--- src/char_lcd_nibble_sequencer_top_defines.svh ---
// Assertion macros shared by the character-LCD nibble sequencer RTL.
// Needs clk_i and rst_ni in the scope where a macro is used.
`ifndef CHAR_LCD_NIBBLE_SEQUENCER_TOP_DEFINES_SVH
`define CHAR_LCD_NIBBLE_SEQUENCER_TOP_DEFINES_SVH

// Clocked assertion, off while reset is asserted.
`define CLNS_ASSERT(lbl, prop, msg) \
  lbl: assert property (@(posedge clk_i) disable iff (!rst_ni) (prop)) else $error(msg);

// Clocked assertion that also holds during reset.
`define CLNS_ASSERT_ALWAYS(lbl, prop, msg) \
  lbl: assert property (@(posedge clk_i) (prop)) else $error(msg);

`endif

--- src/clns_pkg.sv ---
// Shared types and constants for the character-LCD nibble sequencer.
// No dependencies.
`timescale 1ns / 1ps

package clns_pkg;

  // Request opcodes
  localparam logic [2:0] OpInit   = 3'd0;
  localparam logic [2:0] OpInstr  = 3'd1;
  localparam logic [2:0] OpChar   = 3'd2;
  localparam logic [2:0] OpCursor = 3'd3;
  localparam logic [2:0] OpClear  = 3'd4;
  localparam logic [2:0] OpHome   = 3'd5;

  // Configuration register indexes
  localparam logic [1:0] RegFunctionSet   = 2'd0;
  localparam logic [1:0] RegDisplayCtrl   = 2'd1;
  localparam logic [1:0] RegEntryMode     = 2'd2;
  localparam logic [1:0] RegLongWait      = 2'd3;

  localparam int CfgIdxW  = 2;
  localparam int CfgDataW = 16;

  localparam logic [7:0]  FunctionSetRst = 8'd40;
  localparam logic [7:0]  DisplayCtrlRst = 8'd14;
  localparam logic [7:0]  EntryModeRst   = 8'd6;
  localparam logic [15:0] LongWaitRst    = 16'd2000;

  // Instructions and cursor bases
  localparam logic [7:0] InstClear = 8'h01;
  localparam logic [7:0] InstHome  = 8'h02;
  localparam logic [7:0] Row1Base  = 8'h80;
  localparam logic [7:0] Row2Base  = 8'hC0;
  localparam logic [5:0] MaxColumn = 6'd40;

  // Power-up raw nibbles and waits
  localparam logic [3:0]  WakeNibble     = 4'h3;
  localparam logic [3:0]  FourBitNibble  = 4'h2;
  localparam logic [15:0] PowerWaitUs    = 16'd40000;
  localparam logic [15:0] SecondWaitUs   = 16'd5000;
  localparam logic [15:0] ThirdWaitUs    = 16'd150;

  // Init makes 12 transfers, every other request 2
  localparam int InitSteps = 12;
  localparam int StepW     = $clog2(InitSteps);

  // Command queue between front and back
  localparam int QDepth = 2;
  localparam int PtrW   = (QDepth > 1) ? $clog2(QDepth) : 1;
  localparam int CntW   = $clog2(QDepth + 1);

  // One classified request
  typedef struct packed {
    logic       is_init;
    logic       rs;
    logic [7:0] data;
    logic       long_post;
  } cmd_t;

  typedef struct packed {
    logic [7:0]  function_set;
    logic [7:0]  display_ctrl;
    logic [7:0]  entry_mode;
    logic [15:0] long_wait;
  } cfg_t;

  // One nibble transfer
  typedef struct packed {
    logic        rs;
    logic [3:0]  nibble;
    logic [15:0] pre_wait;
    logic [15:0] post_wait;
    logic        last;
  } xfer_t;

endpackage

--- src/clns_front.sv ---
// Front end: classifies requests into queue commands, drops requests with no output.
// Depends on clns_pkg.
`timescale 1ns / 1ps

module clns_front
  import clns_pkg::*;
(
  input  logic       push,
  input  logic       full,
  input  logic [2:0] op_i,
  input  logic [7:0] data_byte_i,
  input  logic [1:0] row_i,
  input  logic [5:0] column_i,
  output logic       wr_en_o,
  output cmd_t       wr_cmd_o
);

  logic       keep;
  logic [5:0] col_m1;
  logic [7:0] cursor_byte;

  always_comb begin
    if (column_i == 6'd0) begin
      col_m1 = 6'd0;
    end else if (column_i > MaxColumn) begin
      col_m1 = MaxColumn - 6'd1;
    end else begin
      col_m1 = column_i - 6'd1;
    end
    cursor_byte = ((row_i == 2'd1) ? Row1Base : Row2Base) | {2'b00, col_m1};
  end

  always_comb begin
    keep     = 1'b1;
    wr_cmd_o = '{is_init: 1'b0, rs: 1'b0, data: data_byte_i, long_post: 1'b0};
    case (op_i)
      OpInit: begin
        wr_cmd_o.is_init = 1'b1;
      end
      OpInstr: begin
        wr_cmd_o.data = data_byte_i;
      end
      OpChar: begin
        wr_cmd_o.rs = 1'b1;
      end
      OpCursor: begin
        wr_cmd_o.data = cursor_byte;
        keep          = (row_i == 2'd1) || (row_i == 2'd2);
      end
      OpClear: begin
        wr_cmd_o.data      = InstClear;
        wr_cmd_o.long_post = 1'b1;
      end
      OpHome: begin
        wr_cmd_o.data      = InstHome;
        wr_cmd_o.long_post = 1'b1;
      end
      default: begin
        keep = 1'b0;
      end
    endcase
  end

  // Drop requests that make no transfer
  assign wr_en_o = push && !full && keep;

endmodule

--- src/clns_fifo.sv ---
// Short command queue between front and back end.
// Depends on clns_pkg and the assertion macro header.
`timescale 1ns / 1ps
`include "char_lcd_nibble_sequencer_top_defines.svh"

module clns_fifo
  import clns_pkg::*;
(
  input  logic clk_i,
  input  logic rst_ni,
  input  logic wr_en_i,
  input  cmd_t wr_cmd_i,
  input  logic rd_en_i,
  output logic valid_o,
  output cmd_t rd_cmd_o,
  output logic full_o
);

  cmd_t            mem_q [QDepth];
  logic [PtrW-1:0] wr_ptr_q, wr_ptr_d;
  logic [PtrW-1:0] rd_ptr_q, rd_ptr_d;
  logic [CntW-1:0] cnt_q, cnt_d;

  function automatic logic [PtrW-1:0] ptr_inc(input logic [PtrW-1:0] p);
    if (p == PtrW'(QDepth - 1)) begin
      return '0;
    end
    return p + PtrW'(1);
  endfunction

  assign valid_o  = (cnt_q != '0);
  assign full_o   = (cnt_q == CntW'(QDepth));
  assign rd_cmd_o = mem_q[rd_ptr_q];

  always_comb begin
    wr_ptr_d = wr_en_i ? ptr_inc(wr_ptr_q) : wr_ptr_q;
    rd_ptr_d = rd_en_i ? ptr_inc(rd_ptr_q) : rd_ptr_q;
    cnt_d    = cnt_q;
    if (wr_en_i && !rd_en_i) begin
      cnt_d = cnt_q + CntW'(1);
    end else if (rd_en_i && !wr_en_i) begin
      cnt_d = cnt_q - CntW'(1);
    end
  end

  always_ff @(posedge clk_i or negedge rst_ni) begin
    if (!rst_ni) begin
      wr_ptr_q <= '0;
      rd_ptr_q <= '0;
      cnt_q    <= '0;
    end else begin
      wr_ptr_q <= wr_ptr_d;
      rd_ptr_q <= rd_ptr_d;
      cnt_q    <= cnt_d;
    end
  end

  always_ff @(posedge clk_i) begin
    if (wr_en_i) begin
      mem_q[wr_ptr_q] <= wr_cmd_i;
    end
  end

  `CLNS_ASSERT(a_cnt_bound, cnt_q <= CntW'(QDepth), "queue count above depth")
  `CLNS_ASSERT(a_no_overflow, !(wr_en_i && full_o), "write into full queue")
  `CLNS_ASSERT(a_no_underflow, !(rd_en_i && !valid_o), "read from empty queue")

endmodule

--- src/clns_back.sv ---
// Back end: steps through the nibble transfers of the queue head into the result register.
// Depends on clns_pkg and the assertion macro header.
`timescale 1ns / 1ps
`include "char_lcd_nibble_sequencer_top_defines.svh"

module clns_back
  import clns_pkg::*;
(
  input  logic        clk_i,
  input  logic        rst_ni,
  input  cfg_t        cfg_i,
  input  logic        q_valid_i,
  input  cmd_t        q_cmd_i,
  output logic        q_rd_o,
  input  logic        pop,
  output logic        empty,
  output logic        reg_select_o,
  output logic [3:0]  nibble_o,
  output logic [15:0] pre_wait_us_o,
  output logic [15:0] post_wait_us_o,
  output logic        last_o
);

  logic             out_valid_q, out_valid_d;
  xfer_t            out_q;
  xfer_t            xfer;
  logic [StepW-1:0] step_q, step_d;
  logic [StepW-1:0] byte_pair;
  logic [7:0]       cur_byte;
  logic             load;

  // Transfer for the current step of the queue head
  always_comb begin
    byte_pair = step_q - StepW'(4);
    cur_byte  = q_cmd_i.data;
    xfer      = '{rs: q_cmd_i.rs, nibble: 4'h0, pre_wait: 16'd0, post_wait: 16'd0,
                  last: 1'b0};
    if (q_cmd_i.is_init) begin
      xfer.rs = 1'b0;
      case (byte_pair[StepW-1:1])
        3'd0:    cur_byte = cfg_i.function_set;
        3'd1:    cur_byte = cfg_i.display_ctrl;
        3'd2:    cur_byte = InstClear;
        default: cur_byte = cfg_i.entry_mode;
      endcase
      xfer.nibble = step_q[0] ? cur_byte[3:0] : cur_byte[7:4];
      if (byte_pair[StepW-1:1] == 3'd2 && step_q[0]) begin
        xfer.post_wait = cfg_i.long_wait;
      end
      xfer.last = (step_q == StepW'(InitSteps - 1));
      case (step_q)
        StepW'(0): begin
          xfer.nibble   = WakeNibble;
          xfer.pre_wait = PowerWaitUs;
        end
        StepW'(1): begin
          xfer.nibble   = WakeNibble;
          xfer.pre_wait = SecondWaitUs;
        end
        StepW'(2): begin
          xfer.nibble   = WakeNibble;
          xfer.pre_wait = ThirdWaitUs;
        end
        StepW'(3): begin
          xfer.nibble = FourBitNibble;
        end
        default: begin
        end
      endcase
    end else begin
      xfer.nibble = step_q[0] ? cur_byte[3:0] : cur_byte[7:4];
      if (step_q[0] && q_cmd_i.long_post) begin
        xfer.post_wait = cfg_i.long_wait;
      end
      xfer.last = step_q[0];
    end
  end

  // Advance when the result register is free or being drained
  assign load   = q_valid_i && (!out_valid_q || pop);
  assign q_rd_o = load && xfer.last;

  always_comb begin
    step_d = step_q;
    if (load) begin
      step_d = xfer.last ? '0 : step_q + StepW'(1);
    end
    out_valid_d = out_valid_q;
    if (load) begin
      out_valid_d = 1'b1;
    end else if (pop) begin
      out_valid_d = 1'b0;
    end
  end

  always_ff @(posedge clk_i or negedge rst_ni) begin
    if (!rst_ni) begin
      step_q      <= '0;
      out_valid_q <= 1'b0;
    end else begin
      step_q      <= step_d;
      out_valid_q <= out_valid_d;
    end
  end

  always_ff @(posedge clk_i) begin
    if (load) begin
      out_q <= xfer;
    end
  end

  assign empty          = !out_valid_q;
  assign reg_select_o   = out_q.rs;
  assign nibble_o       = out_q.nibble;
  assign pre_wait_us_o  = out_q.pre_wait;
  assign post_wait_us_o = out_q.post_wait;
  assign last_o         = out_q.last;

  `CLNS_ASSERT(a_step_bound, step_q < StepW'(InitSteps), "step past init length")
  `CLNS_ASSERT(a_short_step, (q_valid_i && !q_cmd_i.is_init) |-> (step_q <= StepW'(1)),
               "byte request step out of range")
  `CLNS_ASSERT(a_last_rewinds, (load && xfer.last) |=> (step_q == '0),
               "step not rewound after last transfer")

endmodule

--- src/char_lcd_nibble_sequencer_top.sv ---
// Character-LCD nibble sequencer, 4-bit interface: request in, nibble transfers out.
// A request passes the queue and then the result register to reach the result ports.
// Throughput: one transfer per cycle from the back-end step counter while the result
// register is free or popped; a byte request makes 2 transfers, init 12.
// Reset (rst_ni low, async) empties the queue and result register and restores the
// configuration registers to their defaults; no clearing pass.
`timescale 1ns / 1ps

module char_lcd_nibble_sequencer_top
  import clns_pkg::*;
(
  input  logic                clk_i,
  input  logic                rst_ni,
  input  logic                cfg_we_i,
  input  logic [CfgIdxW-1:0]  cfg_idx_i,
  input  logic [CfgDataW-1:0] cfg_data_i,
  input  logic                push,
  output logic                full,
  input  logic [2:0]          op_i,
  input  logic [7:0]          data_byte_i,
  input  logic [1:0]          row_i,
  input  logic [5:0]          column_i,
  output logic                empty,
  input  logic                pop,
  output logic                reg_select_o,
  output logic [3:0]          nibble_o,
  output logic [15:0]         pre_wait_us_o,
  output logic [15:0]         post_wait_us_o,
  output logic                last_o
);

  cfg_t cfg_q, cfg_d;
  logic wr_en;
  cmd_t wr_cmd;
  logic q_valid;
  cmd_t q_cmd;
  logic q_rd;

  always_comb begin
    cfg_d = cfg_q;
    if (cfg_we_i) begin
      case (cfg_idx_i)
        RegFunctionSet: cfg_d.function_set = cfg_data_i[7:0];
        RegDisplayCtrl: cfg_d.display_ctrl = cfg_data_i[7:0];
        RegEntryMode:   cfg_d.entry_mode   = cfg_data_i[7:0];
        RegLongWait:    cfg_d.long_wait    = cfg_data_i[15:0];
        default: begin
        end
      endcase
    end
  end

  always_ff @(posedge clk_i or negedge rst_ni) begin
    if (!rst_ni) begin
      cfg_q <= '{function_set: FunctionSetRst, display_ctrl: DisplayCtrlRst,
                 entry_mode: EntryModeRst, long_wait: LongWaitRst};
    end else begin
      cfg_q <= cfg_d;
    end
  end

  clns_front u_front (
    .push        (push),
    .full        (full),
    .op_i        (op_i),
    .data_byte_i (data_byte_i),
    .row_i       (row_i),
    .column_i    (column_i),
    .wr_en_o     (wr_en),
    .wr_cmd_o    (wr_cmd)
  );

  clns_fifo u_fifo (
    .clk_i    (clk_i),
    .rst_ni   (rst_ni),
    .wr_en_i  (wr_en),
    .wr_cmd_i (wr_cmd),
    .rd_en_i  (q_rd),
    .valid_o  (q_valid),
    .rd_cmd_o (q_cmd),
    .full_o   (full)
  );

  clns_back u_back (
    .clk_i          (clk_i),
    .rst_ni         (rst_ni),
    .cfg_i          (cfg_q),
    .q_valid_i      (q_valid),
    .q_cmd_i        (q_cmd),
    .q_rd_o         (q_rd),
    .pop            (pop),
    .empty          (empty),
    .reg_select_o   (reg_select_o),
    .nibble_o       (nibble_o),
    .pre_wait_us_o  (pre_wait_us_o),
    .post_wait_us_o (post_wait_us_o),
    .last_o         (last_o)
  );

endmodule
--- config.mk ---
export PLATFORM = sky130hd
export DESIGN_NAME = char_lcd_nibble_sequencer_top
export DESIGN_NICKNAME = d
export VERILOG_FILES = /design/src/clns_pkg.sv /design/src/clns_front.sv /design/src/clns_fifo.sv /design/src/clns_back.sv /design/src/char_lcd_nibble_sequencer_top.sv
export VERILOG_INCLUDE_DIRS = /design/src /design/src/src
export SDC_FILE = /design/constraint.sdc
export NUM_CORES = 1
export LEC_CHECK = 0
export CORE_MARGIN = 2
export CORE_UTILIZATION = 35
export CTS_CLUSTER_SIZE = 10
export DETAILED_ROUTE_END_ITERATION = 16
export DONT_BUFFER_PORTS = 1
export PLACE_DENSITY = 0.48
export SLEW_MARGIN = 20
export SYNTH_ARGS = -nofsm -noshare
export SYNTH_HDL_FRONTEND = slang
export SYNTH_SLANG_ARGS = --single-unit
export TNS_END_PERCENT = 100
--- constraint.sdc ---
create_clock -name clk_i -period 2.1 [get_ports clk_i]
set_clock_uncertainty 0.1 [all_clocks]
set_input_delay 0.42 -clock clk_i [delete_from_list [all_inputs] [get_ports clk_i]]
set_output_delay 0.42 -clock clk_i [all_outputs]
set_load 0.01 [all_outputs]
# Word-level counts from Yosys, hierarchy flattened
# Memory sizes are Yosys's and may differ from the RTL's.
# Cells that the tools add are included.
[classes]
add_sub_neg = 7
order_cmp = 1
n_eq_ne = 17
mux = 30
n_bitwise = 1
reduce_logical = 29
[ops]
columns = ["op", "count"]
rows = [
  ["16-bit one-hot mux with 3 select lines", 1],
  ["8-bit one-hot mux with 3 select lines", 2],
  ["16-bit 2-to-1 mux", 2],
  ["17-bit 2-to-1 mux", 1],
  ["4-bit 2-to-1 mux", 4],
  ["1-bit 2-to-1 mux", 13],
  ["6-bit 2-to-1 mux", 2],
  ["3-bit by 2-bit equality test with 1-bit output, second input constant", 3],
  ["2-bit equality test, second input constant", 4],
  ["4-bit by 2-bit equality test with 1-bit output, second input constant", 2],
  ["1-bit logical AND", 8],
  ["8-bit by 6-bit OR with 8-bit output", 1],
  ["4-bit one-hot mux with 2 select lines", 1],
  ["2-bit AND reduction", 4],
  ["7-bit 2-to-1 mux", 1],
  ["3-bit by 1-bit equality test with 1-bit output, second input constant", 2],
  ["3-bit equality test, second input constant", 2],
  ["6-bit > comparator, second input constant", 1],
  ["3-bit logical NOT", 2],
  ["6-bit logical NOT", 1],
  ["2-bit nonzero test", 3],
  ["6-bit by 1-bit subtractor with 6-bit output, second input constant", 1],
  ["5-bit OR reduction", 1],
  ["4-bit by 1-bit adder with 4-bit output, second input constant", 1],
  ["other kinds (15)", 22],
]
[word_totals]
reg_bits = 87
ram_bits = 22
in_bits = 42
out_inout_bits = 40
word_cells = 100
mem_count = 1
[memory_table]
columns = ["name", "words", "width", "read_ports", "rd_clocked_by_memory_dff", "wr", "line", "rtl"]
rows = [
  ["u_fifo.mem_q", 2, 11, 1, 0, 1, "clns_fifo.sv:19", "cmd_t mem_q [QDepth];"],
]

# Depth between registers and ports, before layout
# Gate-level depths: netlist (run 1).
[logic_depth]
ltp_word = 9
ltp_mapped = 10
ltp_nobuf = 10

# By module
# Synthesis (run 1) repeated with hierarchy kept, for this count alone.
[unflattened]
hier_cells = 344
area_unflattened_um2 = 4680.7
[modules_own_cells]
columns = ["mod", "n_inst", "cells_each", "area_per_inst_um2", "seq_area_each_um2"]
rows = [
  ["clns_back", 1, 152, 1793.0, 935.9],
  ["char_lcd_nibble_sequencer_top", 1, 85, 1530.2, 1017.2],
  ["clns_fifo", 1, 50, 1018.5, 760.7],
  ["clns_front", 1, 57, 339.1, 0.0],
]

# Least setup slack after synthesis (run 1)
# No wires, ideal clock.
[synth_path]
path_type = "input to register"
startpoint = "input port pop"
endpoint = "register u_fifo.cnt_q[1]"
setup_ns = 0.079
t_arrival_ns = 2.126
required_time_ns = 1.921
setup_slack_ns = -0.205
path_stages = 8
path_buffers = 0
cell_sequence = "nand2b_1 > o21ai_0 > inv_1 > nand2_1 > ha_1 > xor2_1 > nor2_1 > xor2_1"
[synth_between]
elab_chain_cells = 6
elab_cells_between_ends = 8
cone_classes = "mux (1); reduce/logical (7)"
[synth_lines]
columns = ["element", "line", "rtl"]
rows = [
  ["start, declared", "char_lcd_nibble_sequencer_top.sv:24", "input logic pop,"],
  ["1-bit logical OR (*)", "clns_back.sv:80", "assign load = q_valid_i && (!out_valid_q || pop);"],
  ["1-bit logical AND (*)", "clns_back.sv:80", ""],
  ["named net u_back.load", "clns_back.sv:30", "logic load;"],
  ["1-bit logical AND (*)", "clns_back.sv:81", "assign q_rd_o = load && xfer.last;"],
  ["1-bit logical NOT", "clns_fifo.sv:39", "if (wr_en_i && !rd_en_i) begin"],
  ["1-bit logical AND", "clns_fifo.sv:39", ""],
  ["2-bit 2-to-1 mux or 2-bit nonzero test (tied branches)", "-", ""],
  ["end signal, assigned", "clns_fifo.sv:54", "cnt_q <= cnt_d;"],
  ["end, declared", "clns_fifo.sv:22", "logic [CntW-1:0] cnt_q, cnt_d;"],
]
# The timed path passes the listed nets; every way through them passes the cells marked *.
# A chain may end at the register's enable or synchronous reset.

==> results of run 1 <==
## per-layer routing
metal  track usage  vias to the layer above
li1              -                     1264
met1         0.178                     1309
met2         0.204                       69
met3        0.0463                       13
met4        0.0506                        0
met5             0                        -
## flip-flops by register name, summed over array words and instances, names as in the netlist
| register | cells |
|---|---|
| cfg_q | 40 |
| u_fifo.mem_q | 22 |
| u_back.post_wait_us_o | 16 |
| u_back.pre_wait_us_o | 5 |
| u_back.nibble_o | 4 |
| u_back.step_q | 4 |
| u_fifo.cnt_q | 2 |
| u_back.last_o | 1 |
| u_back.out_valid_q | 1 |
| u_back.reg_select_o | 1 |
| u_fifo.rd_ptr_q | 1 |
| u_fifo.wr_ptr_q | 1 |
## cell families after synthesis
group / share of synthesized area
flip-flops: 0.590
AND/OR/NAND/NOR: 0.0936
multiplexers: 0.152
AO/OA/AOI/OAI: 0.0729
buffers and inverters: 0.0449
adder cells (fa/ha/maj): 0.0299
XOR/XNOR: 0.0152
other: 0.000816
## power breakdown
| part | total, mW | leakage (nW) | switching, mW | internal (mW) |
|---|---|---|---|---|
| sequential | 3.15 | 1.04 | 0.412 | 2.74 |
| combinational | 1.96 | 0.863 | 1.08 | 0.879 |
| clock | 1.84 | 0.162 | 0.717 | 1.12 |
## how the worst min path moves through the flow
stage / from / to / slack, ns / depth (start not counted)
after global routing: cfg_data_i[11] / cfg_q[11] / 0.11 / 1
after floorplan: rst_ni / cfg_q[0] / 0.02 / 0
after CTS: cfg_data_i[3] / cfg_q[3] / 0.11 / 1
after global placement: rst_ni / cfg_q[15] / 0.03 / 0
final: cfg_data_i[3] / cfg_q[3] / 0.12 / 1
after detailed placement: rst_ni / cfg_q[15] / 0.03 / 0
## cell type report
class	instances	area, um^2
fill	1231	7510
clock inverter	5	82.6
timing repair buffer	18	170
sequential	98	2710
multi-input combinational	211	1710
clock buffer	11	254
inverter	18	67.6
tap	172	215
## through the flow
step	util	std cells	hold slack [ns]
global route	0.410	533	0.107
finish	0.410	533	0.118
detailed placement	0.379	515	0.0258
global placement	0.379	515	0.0260
CTS	0.408	533	0.105
floorplan	-	351	0.0244
## critical path, cell delays in order (launching register included)
cell and delay, ns:
edfxtp_1 0.42, mux2_4 0.30, mux2_4 0.33, inv_2 0.08
nand2_2 0.08, ha_4 0.16, xor2_1 0.13, nor2_1 0.11
xor2_1 0.16
## cells in the final DEF, fill, tap and decap left out, types with 2 or more instances in the layout
master and count:
edfxtp_1 49, mux2_2 42, dfrtp_1 36, o21ai_0 19, a21oi_1 17, and2_1 17, inv_1 15, buf_4 15
nand2_1 14, dfstp_2 13, nor2_1 12, clkbuf_16 10, ha_1 9, mux2i_1 7, nand3_1 7, nor3_1 5
nand2b_1 4, mux4_1 4, a22o_1 4, xor2_1 4, xnor2_1 4, conb_1 4, inv_2 3, nand3b_1 3
and3_2 3, mux2_4 2, nor2b_1 2, and3b_1 2, a221o_1 2, o41ai_1 2, a21o_1 2, nor3b_1 2
or2_2 2, bufinv_16 2
## cells in the mapped netlist (all sizes together) (2+ instances only)
cell,number,share of area
a221o,2,0.0044
xnor2,4,0.0076
a22o,4,0.0076
xor2,4,0.0076
edfxtp,49,0.32
nand2b,4,0.0054
buf,12,0.020
nand2,15,0.012
and2,17,0.023
mux4,4,0.023
nand3b,3,0.0049
mux2,44,0.11
a21oi,17,0.019
nor3,5,0.0054
and3,3,0.0049
nor2,12,0.0098
dfstp,13,0.074
o41ai,2,0.0038
and3b,2,0.0038
or2,2,0.0027
clkbuf,12,0.0098
mux2i,8,0.020
a21o,2,0.0033
dfrtp,36,0.20
ha,11,0.030
inv,18,0.015
nor3b,3,0.0060
o21ai,19,0.021
nand3,7,0.0076
nor2b,2,0.0027
## timing repair
| item | in CTS | in global routing |
|---|---|---|
| hold endpoints to repair | 49 | 0 |
| endpoints found under the setup margin | 0 | 4 |
| hold buffers | 2 | 0 |
| resized for setup | 0 | 4 |
| setup buffers | 0 | 0 |
==> impl_metrics.csv, run 1 <==
group,metric,value,unit
placement,place_area,4820,um^2
pwr,p_total,6.94,mW
yosys,yosysWarnings,0,
placement,hpwl,6.26,mm
sta,fin_setup_tns,0,ns
setup_path,cp.arrival,2.13,ns
layout,nNetsFinal,409,
sta,finalSetupViolations,0,
global_route,first_global_vias,2707,
min_path,min_path_type,"in2reg",
global_route,grt_use_total,0.135,
routing,drt-initial-drc-count,144,
global_route,grt_start_max_net_pins,50,
layout,n_antenna_cell,0,
placement,portBuffers,0,
yosys,syn_area_per_cell,13.2,um^2
clock_tree,cts_tree,"yes",
sta,hold_violations,0,
setup_path,rr_worst_depth,8,
yosys,synth_cell_type_count,47,
yosys,async_flop_share,0.500,
global_route,grt_pass1_wl,14.6,mm
clock_tree,clockRootBuffer,"clkbuf_16",
sta,fin_crit,1.96,ns
setup_path,startpoint,"u_fifo.mem_q[0][10]",
routing,routed-via-count,2655,
sta,timing.final.ws_setup,0.138,ns
layout,finalInstanceArea,5210,um^2
status,status,"complete, no violations",
clock_tree,cts.path.max_buffers,2,
yosys,synth_cells,348,
floorplan,core_region_area,12700,um^2
global_route,grt_remaining_overflow,0,
yosys,seq_area_frac_synth,0.590,
global_route,antenna_found_initial,0,
setup_path,cp_max_fo,4,
clock_tree,numCtsBuffers,9,
yosys,synth-edff-count,49,
setup_path,critPathRequiredTime,2.27,ns
setup_path,critPathCaptureType,"flop",
clock_tree,clk_latency,0.34,ns
floorplan,initial_core_util,0.361,
yosys,synth_seq_cells,98,
sta,slew_headroom,0.634,
routing,drc_errors,0,
layout,syn_to_final_growth,13.3,%
clock_tree,clock-sinks,98,
sta,grt_setup_unrepaired,"no",
sta,tightest_slew,0.548,ns
sta,period_share,0.934,
placement,place.gp.congestion,0.898,
pwr,p_leak,2.06,nW
routing,met2RoutedLength,4.05,mm
setup_path,crit_path_start_kind,"flop",
floorplan,die_height,119,um
yosys,synth-main-ff-cell,"edfxtp_1",
clock_tree,h-tree-depth,3,
routing,ant_nets,0,
routing,wl_per_cell,16.9,um
setup_path,crit_type,"reg2reg",
floorplan,row_count,41,
floorplan,pin_count,82,
sta,slew_violations,0,
routing,viasPerCell,4.98,
setup_path,worst-r2r-setup-slack,0.14,ns
sta,fmax,0.510,GHz
flow_run,cap_violations,0,
yosys,syn-cell-area,4600,um^2
setup_path,timing.rr.start,"u_fifo.mem_q[0][10]",
routing,first_pass_iters,4,
clock_tree,path_clk_slew,0.07,ns
pwr,peakVddDrop,0.538,mV
setup_path,crit_end,"u_fifo.cnt_q[1]",
routing,wl_met3,501,um
layout,layout-drive-gt1-share,0.283,
floorplan,dieArea,14100,um^2
routing,drt-total-wl,9.02,mm
pwr,p_per_area,1330,nW/um^2
floorplan,chipWidth,119,um
routing,top_layer_used,"met4",
setup_path,r2r-end,"u_fifo.cnt_q[1]",
routing,wl_met1,4.32,mm
placement,post-place-ws,0.115,ns
Power figures use the tool's default switching activity.
==> inputs of run 2 (changes only) <==
--- a/config.mk
+++ b/config.mk
@@ -6,12 +6,12 @@
 export SDC_FILE = /design/constraint.sdc
 export NUM_CORES = 1
 export LEC_CHECK = 0
-export CORE_MARGIN = 2
 export CORE_UTILIZATION = 35
 export CTS_CLUSTER_SIZE = 10
 export DETAILED_ROUTE_END_ITERATION = 16
 export DONT_BUFFER_PORTS = 1
 export PLACE_DENSITY = 0.48
+export SETUP_SLACK_MARGIN = 0.3
 export SLEW_MARGIN = 20
 export SYNTH_ARGS = -nofsm -noshare
 export SYNTH_HDL_FRONTEND = slang
==> impl_metrics.csv, run 2 (same netlist as run 1, synthesis figures left out) <==
group,metric,value,unit
placement,place_area,4840,um^2
status,status,"complete, no violations",
setup_path,crit_path_start_kind,"flop",
pwr,combPwrFrac,0.336,
sta,period_share,0.908,
pwr,pwr-share-seq,0.449,
global_route,grt_use_total,0.143,
layout,final_util,0.421,
sta,fin_setup_tns,0,ns
pwr,p_per_area,1310,nW/um^2
routing,ant_nets,0,
clock_tree,h-tree-depth,3,
routing,wl_per_cell,16.5,um
setup_path,cp_max_fo,10,
layout,syn_to_final_growth,16.4,%
global_route,grt_remaining_overflow,0,
floorplan,pin_count,82,
placement,portBuffers,0,
pwr,peakVddDrop,0.473,mV
floorplan,dieArea,13600,um^2
floorplan,core_region_area,12700,um^2
sta,fmax,0.524,GHz
layout,finalInstanceArea,5350,um^2
setup_path,critPathCaptureType,"flop",
layout,regMostFlops,"cfg_q",
routing,drt-total-wl,8.98,mm
pwr,p_total,7.02,mW
sta,tightest_slew,0.557,ns
layout,nFillCells,1224,
setup_path,worst-r2r-setup-slack,0.19,ns
setup_path,critPathRequiredTime,2.09,ns
routing,first_pass_iters,4,
placement,dp.cells,511,
sta,slew_violations,0,
routing,viasPerCell,4.91,
global_route,first_global_vias,2732,
routing,routed-via-count,2681,
layout,mostFrequentLayoutCells,"edfxtp_1 (49), mux2_2 (42), dfrtp_1 (36)",
routing,drc_errors,0,
routing,drt-initial-drc-count,93,
layout,nNetsFinal,422,
placement,post-place-ws,0.166,ns
setup_path,rr_worst_depth,6,
sta,finalSetupViolations,0,
floorplan,initial_core_util,0.361,
clock_tree,cts.path.max_buffers,2,
sta,grt_setup_unrepaired,"yes",
sta,hold_violations,0,
floorplan,chipWidth,117,um
sta,fin_crit,1.91,ns
pwr,p_clk_frac,0.215,
global_route,grt_pass1_wl,14.3,mm
pwr,internal_power,4.73,mW
placement,place.gp.congestion,0.818,
layout,largest_reg_flops,40,
clock_tree,cts_tree,"yes",
setup_path,crit_type,"reg2reg",
sta,fin_hold_ws,0.120,ns
layout,instances_no_fill,546,
clock_tree,clk_latency,0.34,ns
pwr,p_leak,2.11,nW
sta,timing.final.ws_setup,0.193,ns
clock_tree,path_clk_slew,0.07,ns
pwr,p_switching,2.29,mW
layout,n_antenna_cell,0,
setup_path,cp.arrival,1.90,ns
sta,slew_headroom,0.627,
global_route,antenna_found_initial,0,
min_path,min_path_type,"in2reg",
layout,layout-drive-gt1-share,0.340,
placement,hpwl,6.06,mm
min_path,hold_depth,1,
clock_tree,numCtsBuffers,9,
flow_run,cap_violations,0,
floorplan,row_count,41,
clock_tree,clockRootBuffer,"clkbuf_16",
layout,final_common_cell,"edfxtp_1",
pwr,swShare,0.327,
global_route,grt_start_max_net_pins,50,
clock_tree,clock-sinks,98,
floorplan,die_height,117,um
-- run 2: cell types whose count changed in the layout (fill, tap and decap cells not counted), sizes merged --
cell      previous run  this run
inv                 20        17
buf                 17        30
clkinvlp             1         2
clkinv               0         4
bufinv               2         0
-- run 2: worst paths after layout --
path                                  startpoint                 end
worst max-delay path            u_back.step_q[2]  u_back.nibble_o[0]
worst min-delay path              cfg_data_i[12]           cfg_q[12]
worst max register to register  u_back.step_q[2]  u_back.nibble_o[0]
worst min register to register         cfg_q[13]           cfg_q[13]
max in group asynchronous                 rst_ni           cfg_q[35]
min in group asynchronous                 rst_ni           cfg_q[13]
-- run 2: layout make-up --
class | instances | area, um^2 | share of cell area
clock buffer | 11 | 243 | 0.0454
tap | 172 | 215 | 0.0402
inverter | 18 | 73.8 | 0.0138
clock inverter | 5 | 30.0 | 0.00561
multi-input combinational | 211 | 1780 | 0.332
timing repair buffer | 31 | 297 | 0.0554
sequential | 98 | 2710 | 0.507
-- run 2: worst max-delay path, stage by stage (launching register included) --
cell	delay (ns)
dfrtp_1	0.36
inv_2	0.06
buf_4	0.14
ha_4	0.32
o21ai_0	0.10
a221o_1	0.39
a22o_1	0.19
-- run 2: per-layer routing --
| layer | share of wire | routed length [um] | up-vias | track usage |
|---|---|---|---|---|
| met4 | 0.022 | 200 | 0 | 0.0734 |
| met1 | 0.47 | 4200 | 1322 | 0.186 |
| met5 | 0 | 0 | - | 0 |
| li1 | - | - | 1294 | - |
| met2 | 0.47 | 4210 | 51 | 0.218 |
| met3 | 0.041 | 369 | 14 | 0.0394 |
-- run 2: power by group through the flow --
stage	logic, mW	clock network, mW	registers (mW)
2_1_floorplan	1.58	0	3.08
3_3_place_gp	1.96	0	3.18
3_5_place_dp	1.98	0	3.20
4_1_cts	2.22	1.56	3.16
5_1_grt	2.60	1.65	3.24
6_report	2.36	1.51	3.15
-- run 2: repair_timing --
action / in CTS / in global routing
endpoints found under the hold margin: 49 / 0
endpoints found under the setup margin: 20 / 24
hold buffers: 2 / 0
gates resized for setup: 10 / 13
setup buffers: 13 / 4
pin swaps: 5 / 3
